`src/hdl/kvcfg_pkg.sv`:
```
// kvcfg_pkg: shared types and constants for the key/value line parser.
// Used by kvcfg_ctrl, kvcfg_datapath, the top level and the checker.
// No dependencies.
package kvcfg_pkg;

	// Result word part codes
	localparam logic [1:0] PART_KEY   = 2'd0;
	localparam logic [1:0] PART_VALUE = 2'd1;
	localparam logic [1:0] PART_END   = 2'd2;
	localparam logic [1:0] PART_ERR   = 2'd3;

	// Characters of interest
	localparam logic [7:0] CH_SLASH = 8'h2F;
	localparam logic [7:0] CH_EQUAL = 8'h3D;
	localparam logic [7:0] CH_LF    = 8'h0A;
	localparam logic [7:0] CH_CR    = 8'h0D;
	localparam logic [7:0] CH_SPACE = 8'h20;
	localparam logic [7:0] CH_NUL   = 8'h00;

	typedef enum logic [2:0] {
		ST_IDLE,
		ST_KEY,
		ST_VALUE,
		ST_END,
		ST_ERR
	} state_t;

	// Controller -> datapath
	typedef struct packed {
		logic accept;
		logic emit_key;
		logic emit_value;
		logic emit_end;
		logic emit_err;
		logic rewind;
		logic clear_record;
	} cmd_t;

	// Datapath -> controller
	typedef struct packed {
		logic close_req;
		logic err_req;
		logic key_done;
		logic value_done;
		logic out_free;
	} status_t;

endpackage

```
`src/hdl/kvcfg_ctrl.sv`:
```
// kvcfg_ctrl: sequencer for intake, record replay and error reporting.
// Depends on kvcfg_pkg (state_t, cmd_t, status_t).
module kvcfg_ctrl (
	input  logic                clk,
	input  logic                arst_n,
	input  logic                byte_valid,
	output logic                byte_stall,
	input  kvcfg_pkg::status_t  status,
	output kvcfg_pkg::cmd_t     cmd
);

	kvcfg_pkg::state_t state_q, state_d;

	always_ff @(posedge clk or negedge arst_n) begin
		if (!arst_n) begin
			state_q <= kvcfg_pkg::ST_IDLE;
		end else begin
			state_q <= state_d;
		end
	end

	// Next state
	always_comb begin
		state_d = state_q;
		case (state_q)
			kvcfg_pkg::ST_IDLE: begin
				if (byte_valid && status.close_req) begin
					state_d = kvcfg_pkg::ST_KEY;
				end else if (byte_valid && status.err_req) begin
					state_d = kvcfg_pkg::ST_ERR;
				end
			end
			kvcfg_pkg::ST_KEY: begin
				if (status.key_done) begin
					state_d = kvcfg_pkg::ST_VALUE;
				end
			end
			kvcfg_pkg::ST_VALUE: begin
				if (status.value_done) begin
					state_d = kvcfg_pkg::ST_END;
				end
			end
			kvcfg_pkg::ST_END: begin
				if (status.out_free) begin
					state_d = kvcfg_pkg::ST_IDLE;
				end
			end
			kvcfg_pkg::ST_ERR: begin
				if (status.out_free) begin
					state_d = kvcfg_pkg::ST_IDLE;
				end
			end
			default: begin
				state_d = kvcfg_pkg::ST_IDLE;
			end
		endcase
	end

	// Outputs
	always_comb begin
		cmd        = '0;
		byte_stall = 1'b1;
		case (state_q)
			kvcfg_pkg::ST_IDLE: begin
				byte_stall = 1'b0;
				cmd.accept = byte_valid;
			end
			kvcfg_pkg::ST_KEY: begin
				if (status.key_done) begin
					cmd.rewind = 1'b1;
				end else begin
					cmd.emit_key = status.out_free;
				end
			end
			kvcfg_pkg::ST_VALUE: begin
				if (status.value_done) begin
					cmd.rewind = 1'b1;
				end else begin
					cmd.emit_value = status.out_free;
				end
			end
			kvcfg_pkg::ST_END: begin
				cmd.emit_end     = status.out_free;
				cmd.clear_record = status.out_free;
			end
			kvcfg_pkg::ST_ERR: begin
				cmd.emit_err = status.out_free;
			end
			default: begin
				cmd = '0;
			end
		endcase
	end

endmodule

```
`src/hdl/kvcfg_datapath.sv`:
```
// kvcfg_datapath: byte decode, mode flags, key/value stores, replay index
// and result word register. Depends on kvcfg_pkg (cmd_t, status_t, codes).
module kvcfg_datapath #(
	parameter int KEY_BUFFER_SIZE   = 16,
	parameter int VALUE_BUFFER_SIZE = 32
) (
	input  logic                clk,
	input  logic                arst_n,
	input  logic [7:0]          text_byte,
	input  logic                end_of_file,
	input  kvcfg_pkg::cmd_t     cmd,
	output kvcfg_pkg::status_t  status,
	output logic                item_valid,
	input  logic                item_stall,
	output logic [1:0]          part,
	output logic [7:0]          character,
	output logic                last
);

	localparam int KEY_CAP = KEY_BUFFER_SIZE - 2;
	localparam int VAL_CAP = VALUE_BUFFER_SIZE - 2;
	localparam int KLW     = $clog2(KEY_CAP + 1);
	localparam int VLW     = $clog2(VAL_CAP + 1);
	localparam int KIW     = (KEY_CAP > 1) ? $clog2(KEY_CAP) : 1;
	localparam int VIW     = (VAL_CAP > 1) ? $clog2(VAL_CAP) : 1;
	localparam int RW      = (KLW > VLW) ? KLW : VLW;
	localparam logic [RW-1:0] KEY_CAP_R = RW'(KEY_CAP);
	localparam logic [RW-1:0] VAL_CAP_R = RW'(VAL_CAP);

	logic [7:0] key_mem [KEY_CAP];
	logic [7:0] val_mem [VAL_CAP];

	logic           comment_q, in_value_q, slash_q, halted_q, key0_space_q;
	logic [KLW-1:0] klen_q;
	logic [VLW-1:0] vlen_q;
	logic [RW-1:0]  rd_idx_q;

	logic           item_valid_q, last_q;
	logic [1:0]     part_q;
	logic [7:0]     char_q;

	// decode results
	logic           comment_d, in_value_d, slash_d, halted_d, clear_all;
	logic           slash_we, char_we, close_req, err_req, blank;
	logic [RW-1:0]  cur_len, cap, len_a, len_b;
	logic [KLW-1:0] klen_a;
	logic           key0_a, is_nl, go;

	assign is_nl = (text_byte == kvcfg_pkg::CH_LF) || (text_byte == kvcfg_pkg::CH_CR);

	always_comb begin
		comment_d  = comment_q;
		in_value_d = in_value_q;
		slash_d    = slash_q;
		halted_d   = halted_q;
		clear_all  = 1'b0;
		slash_we   = 1'b0;
		char_we    = 1'b0;
		close_req  = 1'b0;
		err_req    = 1'b0;
		go         = 1'b0;
		cur_len    = in_value_q ? RW'(vlen_q) : RW'(klen_q);
		cap        = in_value_q ? VAL_CAP_R : KEY_CAP_R;
		len_a      = cur_len;
		if (halted_q) begin
			clear_all = end_of_file;
		end else if (comment_q) begin
			if (is_nl) begin
				comment_d = 1'b0;
			end
		end else begin
			go = 1'b1;
			if (slash_q) begin
				slash_d = 1'b0;
				if (text_byte == kvcfg_pkg::CH_SLASH) begin
					comment_d = 1'b1;
					go        = 1'b0;
				end else if (cur_len < cap) begin
					slash_we = 1'b1;
					len_a    = cur_len + RW'(1);
				end else begin
					err_req = 1'b1;
					go      = 1'b0;
					if (end_of_file) begin
						clear_all = 1'b1;
					end else begin
						halted_d = 1'b1;
					end
				end
			end
		end
		len_b  = len_a;
		klen_a = in_value_q ? klen_q : len_a[KLW-1:0];
		key0_a = (slash_we && !in_value_q && (cur_len == '0)) ? 1'b0 : key0_space_q;
		blank  = (klen_a == '0) || ((klen_a == KLW'(1)) && key0_a);
		if (go) begin
			if (end_of_file) begin
				if (!is_nl && (len_a < cap)) begin
					char_we = 1'b1;
					len_b   = len_a + RW'(1);
				end
				close_req = 1'b1;
			end else if (text_byte == kvcfg_pkg::CH_SLASH) begin
				slash_d = 1'b1;
			end else if (text_byte == kvcfg_pkg::CH_EQUAL) begin
				in_value_d = 1'b1;
			end else if (is_nl) begin
				close_req = !blank;
			end else if (len_a < cap) begin
				char_we = 1'b1;
				len_b   = len_a + RW'(1);
			end else begin
				err_req  = 1'b1;
				halted_d = 1'b1;
			end
		end
	end

	// Mode flags and lengths
	always_ff @(posedge clk or negedge arst_n) begin
		if (!arst_n) begin
			comment_q    <= 1'b0;
			in_value_q   <= 1'b0;
			slash_q      <= 1'b0;
			halted_q     <= 1'b0;
			key0_space_q <= 1'b0;
			klen_q       <= '0;
			vlen_q       <= '0;
		end else if (cmd.accept) begin
			if (clear_all) begin
				comment_q  <= 1'b0;
				in_value_q <= 1'b0;
				slash_q    <= 1'b0;
				halted_q   <= 1'b0;
				klen_q     <= '0;
				vlen_q     <= '0;
			end else begin
				comment_q  <= comment_d;
				in_value_q <= in_value_d;
				slash_q    <= slash_d;
				halted_q   <= halted_d;
				if (in_value_q) begin
					vlen_q <= len_b[VLW-1:0];
				end else begin
					klen_q <= len_b[KLW-1:0];
					if (char_we && (len_a == '0)) begin
						key0_space_q <= (text_byte == kvcfg_pkg::CH_SPACE);
					end else if (slash_we && (cur_len == '0)) begin
						key0_space_q <= 1'b0;
					end
				end
			end
		end else if (cmd.clear_record) begin
			comment_q  <= 1'b0;
			in_value_q <= 1'b0;
			slash_q    <= 1'b0;
			klen_q     <= '0;
			vlen_q     <= '0;
		end
	end

	// Stores: held '/' first, then the byte itself, same store
	always_ff @(posedge clk) begin
		if (cmd.accept && !clear_all) begin
			if (in_value_q) begin
				if (slash_we) begin
					val_mem[cur_len[VIW-1:0]] <= kvcfg_pkg::CH_SLASH;
				end
				if (char_we) begin
					val_mem[len_a[VIW-1:0]] <= text_byte;
				end
			end else begin
				if (slash_we) begin
					key_mem[cur_len[KIW-1:0]] <= kvcfg_pkg::CH_SLASH;
				end
				if (char_we) begin
					key_mem[len_a[KIW-1:0]] <= text_byte;
				end
			end
		end
	end

	// Replay index
	always_ff @(posedge clk or negedge arst_n) begin
		if (!arst_n) begin
			rd_idx_q <= '0;
		end else if (cmd.rewind || cmd.clear_record) begin
			rd_idx_q <= '0;
		end else if (cmd.emit_key || cmd.emit_value) begin
			rd_idx_q <= rd_idx_q + RW'(1);
		end
	end

	// Result word register
	always_ff @(posedge clk or negedge arst_n) begin
		if (!arst_n) begin
			item_valid_q <= 1'b0;
		end else if (cmd.emit_key || cmd.emit_value || cmd.emit_end || cmd.emit_err) begin
			item_valid_q <= 1'b1;
		end else if (!item_stall) begin
			item_valid_q <= 1'b0;
		end
	end

	always_ff @(posedge clk) begin
		if (cmd.emit_key) begin
			part_q <= kvcfg_pkg::PART_KEY;
			char_q <= key_mem[rd_idx_q[KIW-1:0]];
			last_q <= 1'b0;
		end else if (cmd.emit_value) begin
			part_q <= kvcfg_pkg::PART_VALUE;
			char_q <= val_mem[rd_idx_q[VIW-1:0]];
			last_q <= 1'b0;
		end else if (cmd.emit_end) begin
			part_q <= kvcfg_pkg::PART_END;
			char_q <= kvcfg_pkg::CH_NUL;
			last_q <= 1'b1;
		end else if (cmd.emit_err) begin
			part_q <= kvcfg_pkg::PART_ERR;
			char_q <= kvcfg_pkg::CH_NUL;
			last_q <= 1'b1;
		end
	end

	assign status.close_req  = close_req;
	assign status.err_req    = err_req;
	assign status.key_done   = (rd_idx_q == RW'(klen_q));
	assign status.value_done = (rd_idx_q == RW'(vlen_q));
	assign status.out_free   = !item_valid_q || !item_stall;

	assign item_valid = item_valid_q;
	assign part       = part_q;
	assign character  = char_q;
	assign last       = last_q;

endmodule

```
`src/hdl/key_value_config_line_parser.sv`:
```
// key_value_config_line_parser: top level, splits key=value text lines.
// Depends on kvcfg_pkg, kvcfg_ctrl and kvcfg_datapath.
//
//  channel  dir  handshake               fields
//  byte     in   byte_valid/byte_stall   text_byte[7:0], end_of_file
//  item     out  item_valid/item_stall   part[1:0], character[7:0], last
//
// A byte that causes no result does not stall; the next byte can follow at once.
// A byte that closes a record stalls intake while the record is replayed: the
// replay sequencer reads one stored character per cycle unless item_stall holds
// it, and takes a turning step from key to value and from value to the end word.
// An overflow error word holds intake until the error word is issued.
// arst_n clears modes, lengths, replay index and item_valid; stores need no clear.
// A waiting result word does not block intake while the sequencer is idle.
module key_value_config_line_parser #(
	parameter int KEY_BUFFER_SIZE   = 16,
	parameter int VALUE_BUFFER_SIZE = 32
) (
	input  logic       clk,
	input  logic       arst_n,
	input  logic       byte_valid,
	output logic       byte_stall,
	input  logic [7:0] text_byte,
	input  logic       end_of_file,
	output logic       item_valid,
	input  logic       item_stall,
	output logic [1:0] part,
	output logic [7:0] character,
	output logic       last
);

	kvcfg_pkg::cmd_t    cmd;
	kvcfg_pkg::status_t status;

	// Sequencer: intake, key replay, value replay, record end, error word
	kvcfg_ctrl u_ctrl (
		.clk        (clk),
		.arst_n     (arst_n),
		.byte_valid (byte_valid),
		.byte_stall (byte_stall),
		.status     (status),
		.cmd        (cmd)
	);

	// Datapath: decode of the current byte, comment/slash/value/halt modes,
	// the two character stores and the registered result word
	kvcfg_datapath #(
		.KEY_BUFFER_SIZE   (KEY_BUFFER_SIZE),
		.VALUE_BUFFER_SIZE (VALUE_BUFFER_SIZE)
	) u_dp (
		.clk         (clk),
		.arst_n      (arst_n),
		.text_byte   (text_byte),
		.end_of_file (end_of_file),
		.cmd         (cmd),
		.status      (status),
		.item_valid  (item_valid),
		.item_stall  (item_stall),
		.part        (part),
		.character   (character),
		.last        (last)
	);

endmodule

```
`config.mk`:
```
export PLATFORM = sky130hd
export DESIGN_NAME = key_value_config_line_parser
export DESIGN_NICKNAME = d
export VERILOG_FILES = /design/src/hdl/kvcfg_pkg.sv /design/src/hdl/kvcfg_ctrl.sv /design/src/hdl/kvcfg_datapath.sv /design/src/hdl/key_value_config_line_parser.sv
export SDC_FILE = /design/constraint.sdc
export NUM_CORES = 1
export LEC_CHECK = 0
export BUFFER_PORTS_ARGS = -buffer_cell sky130_fd_sc_hd__buf_2
export CAP_MARGIN = 20
export CORE_MARGIN = 3
export CORE_UTILIZATION = 63
export DETAILED_ROUTE_END_ITERATION = 8
export PLACE_DENSITY_LB_ADDON = 0.15
export SYNTH_ARGS = -nofsm -noshare
export SYNTH_HDL_FRONTEND = slang
export SYNTH_SLANG_ARGS = --single-unit
```
`constraint.sdc`:
```
create_clock -name clk -period 7 [get_ports clk]
set_input_delay 1.4 -clock clk [delete_from_list [all_inputs] [get_ports clk]]
set_output_delay 1.4 -clock clk [all_outputs]
set_load 0.02 [all_outputs]
```
==> flow_summary.ini, run 1 <==
[logic_synthesis]
synth_edf_count = 360
synthCells = 1407
seq_area_frac_synth_pct = 59.23
synth_cell_types = 79
synthAdderAreaFrac_pct = 0.6486
yosys.area_share.simple_pct = 17.53
synthesis.area_um2 = 19290
yosysWarnings = 0
synth-compound-area-share_pct = 5.494
synthMuxAreaShare_pct = 13.06
yosys_register_bits = 385
synth_xor_area_share_pct = 0.9080
ys_async_sr_fraction_pct = 5.974
ys.flop_type = edfxtp_1
syn-num-nets = 1430
synth_area_per_cell_um2 = 13.71
synth_top_family_by_area = simple AND/OR/NAND/NOR gates

[timing]
rsz0062_at_grt = false
slew_viol_final = 0
setup_viol = 0
fmax_mhz = 164.9
hold_viol_final = 0
skew_ns = 0.02301
fin_crit_ns = 6.065
hold-worst-slack_ns = 0.4706
setup-tns-final_ns = 0
worstMarginPinSlew_ns = 1.156
slew_headroom_pct = 22.94
timing.final.crit_share_pct = 86.65

[drt]
first_pass_iters = 6
wl_per_cell_um = 27.31
vias_per_cell = 6.653
drt_wl_total_mm = 48.97
ant_nets = 0
dr.first_iter.drc_count = 1667
via_count = 11930
drc = 0

[floorplan]
initial_core_util_pct = 64.57
row_count = 63
num_io_pins = 26
coreArea_um2 = 29870
die-height_um = 181.0
dieArea_um2 = 32760
die_width_um = 181.0

[setup_path]
path_buf_inv = 3
worstSetupPathDepth = 12
endpoint = u_dp.key_mem[0][6]$_SDFFCE_PN0P_
r2r_cells = 12
cpPeakStageDelay_ns = 0.95
cp_data_required_time_ns = 7.20
path_class = register to register
setup.worst_path.start = u_dp.in_value_q$_DFFE_PN0P_
rr_startpoint = u_dp.in_value_q$_DFFE_PN0P_
worstPathCellList = a21boi_0 -> inv_1 -> ha_1 -> nor4b_2 -> xor2_1 -> inv_1 -> ha_1 -> nand4bb_1 -> buf_4 -> a2111oi_4 -> and3_1 -> a21o_1
critPathTopFamily = compound AO/OA/AOI/OAI gates
ff2ff_setup_slack_ns = 0.93
start_kind = register
end_kind = register
slowest_stage = dfrtp_1
crit_fanout = 26
worstReg2RegEnd = u_dp.key_mem[0][6]$_SDFFCE_PN0P_
cp_data_arrival_time_ns = 6.26

[status]
outcome = finished, final reports clean

[cts]
clk-insertion-delay-late_ns = 0.53
cts_root_buffer = clkbuf_16
clock_path_buffers = 3
h-tree-depth = 2
clk_pin_slew_ns = 0.06
cts_setup_buffers = 0
cts-resized-gates = 0
cts.sinks = 385
cts_tree = built
cts_inserted_buffers = 39
hold_buffers = 0

[power_and_ir_drop]
p_per_area_nw_per_um2 = 293.7
peakVddDrop_uv = 261.8
p_leak_uw = 0.007375

[finish]
postLayoutCellArea_um2 = 20760
area_delta_synth_final_pct = 7.595
fin_nets = 1397
drive_gt1_share_pct = 22.11

[grt]
grt_pass1_wl_mm = 74.52
globalRouteOverflowTotal = 0
grtUsageTotal_pct = 30.35
grt_start_max_net_pins = 57
grt_antenna_before_repair = 0
first_global_vias = 11840

[placement]
io_buffers = 25
placed_cell_area_um2 = 19560
gp_congestion = 0.9383
dp_hpwl_mm = 31.87

[job]
drv_cap = 0

[min_path]
holdCritPathClass = register to register
report_power, final:
group	total [uW]	switching [uW]	internal, uW
sequential	2740	152	2580
combinational	1370	857	512
clock	1990	855	1140
total	6100	1860	4230
final cells by class:
cell class                 count  area (um2)
inverter                      16       60.06
timing repair buffer          50       322.8
clock buffer                  48        1010
multi-input combinational    882        7261
tap                          390       488.0
antenna                        1       2.502
sequential                   385       11440
clock inverter                21       176.4
fill                        2027        9119
worst min-delay path by stage:
| stage | start | slack (ns) | end | cells past startpoint |
|---|---|---|---|---|
| after floorplan | u_dp.key0_space_q$_DFFE_PN0P_ | 0.45 | u_dp.key0_space_q$_DFFE_PN0P_ | 1 |
| after global placement | u_dp.last$_SDFFE_PP0P_ | 0.46 | u_dp.last$_SDFFE_PP0P_ | 2 |
| after detailed placement | u_dp.last$_SDFFE_PP0P_ | 0.47 | u_dp.last$_SDFFE_PP0P_ | 2 |
| after CTS | u_dp.last$_SDFFE_PP0P_ | 0.48 | u_dp.last$_SDFFE_PP0P_ | 2 |
| after global routing | u_dp.key0_space_q$_DFFE_PN0P_ | 0.50 | u_dp.key0_space_q$_DFFE_PN0P_ | 1 |
| final | u_dp.last$_SDFFE_PP0P_ | 0.47 | u_dp.last$_SDFFE_PP0P_ | 2 |
routing by layer:
| layer | GRT usage, % | part of all wire [%] | wire length [um] | up-vias |
|---|---|---|---|---|
| met1 | 43.87 | 39 | 19160 | 5959 |
| met2 | 48.10 | 47 | 23190 | 693 |
| li1 | - | - | - | 5145 |
| met4 | 10.15 | 3.7 | 1825 | 0 |
| met5 | 0 | 0 | 0 | - |
| met3 | 4.852 | 9.8 | 4796 | 132 |
synth_stat cells (all sizes together), types with 8 or more instances:
cell      n  share of area [%]
nor2    109                2.2
nand3    18               0.53
xnor2    12               0.54
a21o     25               0.97
a22o     10               0.45
edfxtp  360                 56
nand2b  131                4.2
or2      99                3.2
ha       10               0.65
xor2      8               0.36
o22ai    11               0.43
mux4     95                 11
clkbuf   73                1.4
and2     69                2.3
o21ai    21               0.60
inv      16               0.31
nand4    18                1.1
buf      51                1.4
a21oi    34               0.88
nand2    54                1.1
and3     36                1.2
nor3      9               0.23
dfrtp    23                3.0
mux2i    30                1.6
registers in the layout, summed over array words and instances (netlist names):
| register | count |
|---|---|
| u_dp.slash_q | 1 |
| u_dp.last | 1 |
| u_dp.part | 1 |
| u_dp.item_valid | 1 |
| u_dp.comment_q | 1 |
| u_dp.klen_q | 4 |
| u_dp.key_mem | 112 |
| u_dp.halted_q | 1 |
| u_dp.rd_idx_q | 5 |
| u_dp.val_mem | 240 |
| u_dp.vlen_q | 5 |
| u_ctrl.state_q | 3 |
| u_dp.character | 8 |
| u_dp.key0_space_q | 1 |
| u_dp.in_value_q | 1 |
kinds of logic (layout without fill, tap and decap cells):
logic type | after synthesis | count (layout)
flops | 385 | 385
buf+inv | 140 | 135
simple gates | 578 | 578
fa+ha+maj | 10 | 10
other cells | 0 | 1
compound gates | 142 | 142
mux | 132 | 132
xor+xnor | 20 | 20
worst register-to-register path: stages, from the launching register on:
cell	delay, ns
dfrtp_1	0.95
a21boi_0	0.45
inv_1	0.18
ha_1	0.94
nor4b_2	0.39
xor2_1	0.22
inv_1	0.27
ha_1	0.29
nand4bb_1	0.18
buf_4	0.23
a2111oi_4	0.86
and3_1	0.45
a21o_1	0.33
placed cells by master, fill, tap and decap left out, types with 9 or more instances in the layout:
cell type    n
a22o_1      10
and2_1      68
nor3_1       9
buf_2       26
clkbuf_16   39
or2_2       68
o22ai_1     10
nand2b_1   131
a21oi_1     34
clkbuf_1     9
mux4_2      95
xnor2_1     12
buf_4       23
a21o_1      25
edfxtp_1   360
and3_1      36
inv_1       14
nand2_1     54
or2_1       31
dfrtp_1     19
nand3_1     17
mux2i_1     30
nor2_1     107
ha_1        10
o21ai_0     19
per-stage QoR:
| stage | std cells | util [%] | worst slack, ns | total power [uW] |
|---|---|---|---|---|
| finish | 1793 | 69.48 | 0.9347 | 6096 |
| global placement | 1720 | 65.43 | 0.9103 | 4105 |
| floorplan | 1407 | - | 1.860 | 3672 |
| detailed placement | 1721 | 65.46 | 0.7091 | 4132 |
| CTS | 1790 | 69.43 | 1.110 | 6081 |
| global route | 1792 | 69.47 | 0.5397 | 6292 |
Power figures use the tool's default switching activity.
==> run 2: changes to the inputs <==
- ABC_AREA: not set -> 1
- BUFFER_PORTS_ARGS: -buffer_cell sky130_fd_sc_hd__buf_2 -> -buffer_cell sky130_fd_sc_hd__clkbuf_2
==> run 2 against run 1 <==
Sequential power decreased by 3%. Clock skew up 0.0034 ns. Clock-buffer cell count is 1 lower. Via count is 23% higher. Utilization up 1.0 points. Combinational power grew 18%. Sequential share of layout area is 0.66 points higher. Cell count rose by 29%. Setup slack better by 1.3 ns. Non-clock buffer count grew 7.
==> flow_summary.ini, run 2 <==
[cts]
cts_inserted_buffers = 40
h-tree-depth = 2
cts_setup_buffers = 0
cts_tree = built
hold_buffers = 0
cts-resized-gates = 0
cts_root_buffer = clkbuf_16
clk_pin_slew_ns = 0.06
cts.sinks = 385
clk-insertion-delay-late_ns = 0.55
clock_path_buffers = 3

[logic_synthesis]
synthTopCellsByArea = edfxtp_1, nand2_1, nor2_1
synth_edf_count = 360
yosys_register_bits = 385
synth_area_per_cell_um2 = 9.838
ys.flop_type = edfxtp_1
yosysWarnings = 0
synthesis.area_um2 = 18830
synth_top_area_share_pct = 57.41
syn-num-nets = 1937
seq_area_frac_synth_pct = 60.68
synthCells = 1914
ys_async_sr_fraction_pct = 5.974
synth_most_common_cell = nand2_1
yosys.area.top_type = edfxtp_1
synth_cell_types = 47
ys_top_cells_by_count = nand2_1, edfxtp_1, nor2_1

[grt]
grt_start_max_net_pins = 69
grt_pass1_wl_mm = 80.94
first_global_vias = 13720
grt_antenna_before_repair = 0
grtUsageTotal_pct = 34.36
globalRouteOverflowTotal = 0

[job]
drv_cap = 0

[setup_path]
start_kind = input pin
cpPeakStageDelay_ns = 0.42
path_buf_inv = 4
crit_fanout = 11
worstReg2RegEnd = u_dp.key_mem[1][2]$_SDFFCE_PN1P_
ff2ff_setup_slack_ns = 2.45
end_kind = register
worstPathCellList = clkbuf_2 -> inv_2 -> nand2_1 -> nor2_2 -> nand2_1 -> nand2_1 -> nor2_4 -> a31oi_1 -> nor2_2 -> inv_1 -> ha_1 -> nand3_2 -> nand3_4 -> nor2_4 -> nand2_1 -> nor2_2 -> inv_1 -> o21ai_0
rr_startpoint = u_dp.in_value_q$_DFFE_PN0P_
slowest_stage = o21ai_0
critPathTopFamily = simple AND/OR/NAND/NOR gates
cpMostUsedCell = nand2_1
cp_data_arrival_time_ns = 4.91
r2r_cells = 17
path_class = input pin to register
worstSetupPathDepth = 18
cp_data_required_time_ns = 7.15

[floorplan]
initial_core_util_pct = 64.73
num_io_pins = 26
coreArea_um2 = 29090
dieArea_um2 = 32000
row_count = 62
die_width_um = 178.9
die-height_um = 178.9

[min_path]
worstHoldStart = u_dp.vlen_q[1]$_DFFE_PN0P_
hold_end = u_dp.vlen_q[1]$_DFFE_PN0P_
holdCritPathClass = register to register
hold_depth = 2

[timing]
fmax_mhz = 210.0
setup-tns-final_ns = 0
setup_slack_ns = 2.238
fin_crit_ns = 4.762
slew_viol_final = 0
hold_viol_final = 0
setup_viol = 0
rsz0062_at_grt = false
skew_ns = 0.02642
timing.final.crit_share_pct = 68.03
worstMarginPinSlew_ns = 1.075
slew_headroom_pct = 27.59

[finish]
diodes = 0
fin_nets = 1931
layout_commonest_cell = nand2_1
final_cell_mix = nand2_1, edfxtp_1, nor2_1
largest_reg_flops = 240
area_delta_synth_final_pct = 8.898
drive_gt1_share_pct = 14.26
fin_util_pct = 70.49

[drt]
drt_wl_total_mm = 54.13
drc = 0
wl_per_cell_um = 23.34
ant_nets = 0
vias_per_cell = 6.339
dr.first_iter.drc_count = 2633
via_count = 14700
first_pass_iters = 8

[power_and_ir_drop]
peakVddDrop_uv = 326.1
p_leak_uw = 0.007746
p_per_area_nw_per_um2 = 310.0

[status]
outcome = finished, final reports clean

[placement]
place_ws_ns = 1.754
gp_congestion = 0.9951
dp_hpwl_mm = 35.11
io_buffers = 25
-- run 2: cell types whose count changed after synthesis, sizes merged, moves of 39 or more --
cell	before	now
buf	51	12
nor2	109	313
a21oi	34	113
o21ai	21	148
mux4	95	0
nand2b	131	0
nand2	54	518
and2	69	0
or2	99	2
inv	16	130
-- run 2: layer usage --
metal	part of all wire [%]	up-vias	wire, um	GRT usage, %
met2	45	1104	24420	52.22
met1	38	6853	20710	49.30
met5	0	-	0	0
met3	12	175	6519	6.417
li1	-	6568	-	-
met4	4.6	0	2484	14.19
-- run 2: how the worst max path moves through the flow --
stage / from / end / slack [ns]
detailed placement: text_byte[7] / u_dp.key_mem[1][2]$_SDFFCE_PN1P_ / 1.75
global placement: text_byte[7] / u_dp.key_mem[10][2]$_SDFFCE_PN1P_ / 2.01
floorplan: text_byte[6] / u_dp.val_mem[2][0]$_SDFFCE_PN1P_ / 2.84
CTS: text_byte[7] / u_dp.key_mem[1][2]$_SDFFCE_PN1P_ / 2.29
finish: text_byte[7] / u_dp.key_mem[1][2]$_SDFFCE_PN1P_ / 2.24
global route: text_byte[7] / u_dp.key_mem[1][3]$_SDFFCE_PN1P_ / 2.02
-- run 2: worst reg2reg max path, delay by kind of cell, from the launching register on --
kind / cells / cell delay [ns]
AOI/OAI and AO/OA: 1 / 0.42
adders and majority gates: 2 / 0.51
buffers and inverters: 4 / 0.69
DFF: 1 / 0.58
and+or+nand+nor: 10 / 1.97
-- run 2: power breakdown --
part	leakage [uW]	total [uW]	switching, uW	internal, uW
clock network	0.000622	2090	873	1220
registers	0.00410	2660	71.6	2590
logic	0.00302	1610	1220	384
-- run 2: stage by stage --
| stage | cells | hold WS [ns] | total power [uW] | area, um2 |
|---|---|---|---|---|
| 6_report | 2319 | 0.5198 | 6357 | 20500 |
| 5_1_grt | 2319 | 0.5429 | 6570 | 20500 |
| 4_1_cts | 2305 | 0.5118 | 6314 | 20430 |
| 3_5_place_dp | 2236 | 0.4956 | 4253 | 19170 |
| 3_3_place_gp | 2236 | 0.4822 | 4236 | 19170 |
| 2_1_floorplan | 1914 | 0.4550 | 3715 | 18830 |
-- run 2: layout make-up --
class                      instances  area, um2
clock buffer                      47       1049
clock inverter                    22      217.7
fill                            2158       8586
inverter                         132      518.0
multi-input combinational       1292       6475
sequential                       385      11430
tap                              384      480.5
timing repair buffer              57      332.8
-- run 2: kinds of logic after synthesis --
family	after synthesis	share of synthesized area (%)
AND/OR/NAND/NOR	897	21.49
flip-flops	385	60.68
AO/OA/AOI/OAI	382	12.09
buffers and inverters	237	4.931
adder cells (fa/ha/maj)	10	0.6645
XOR/XNOR	3	0.1396
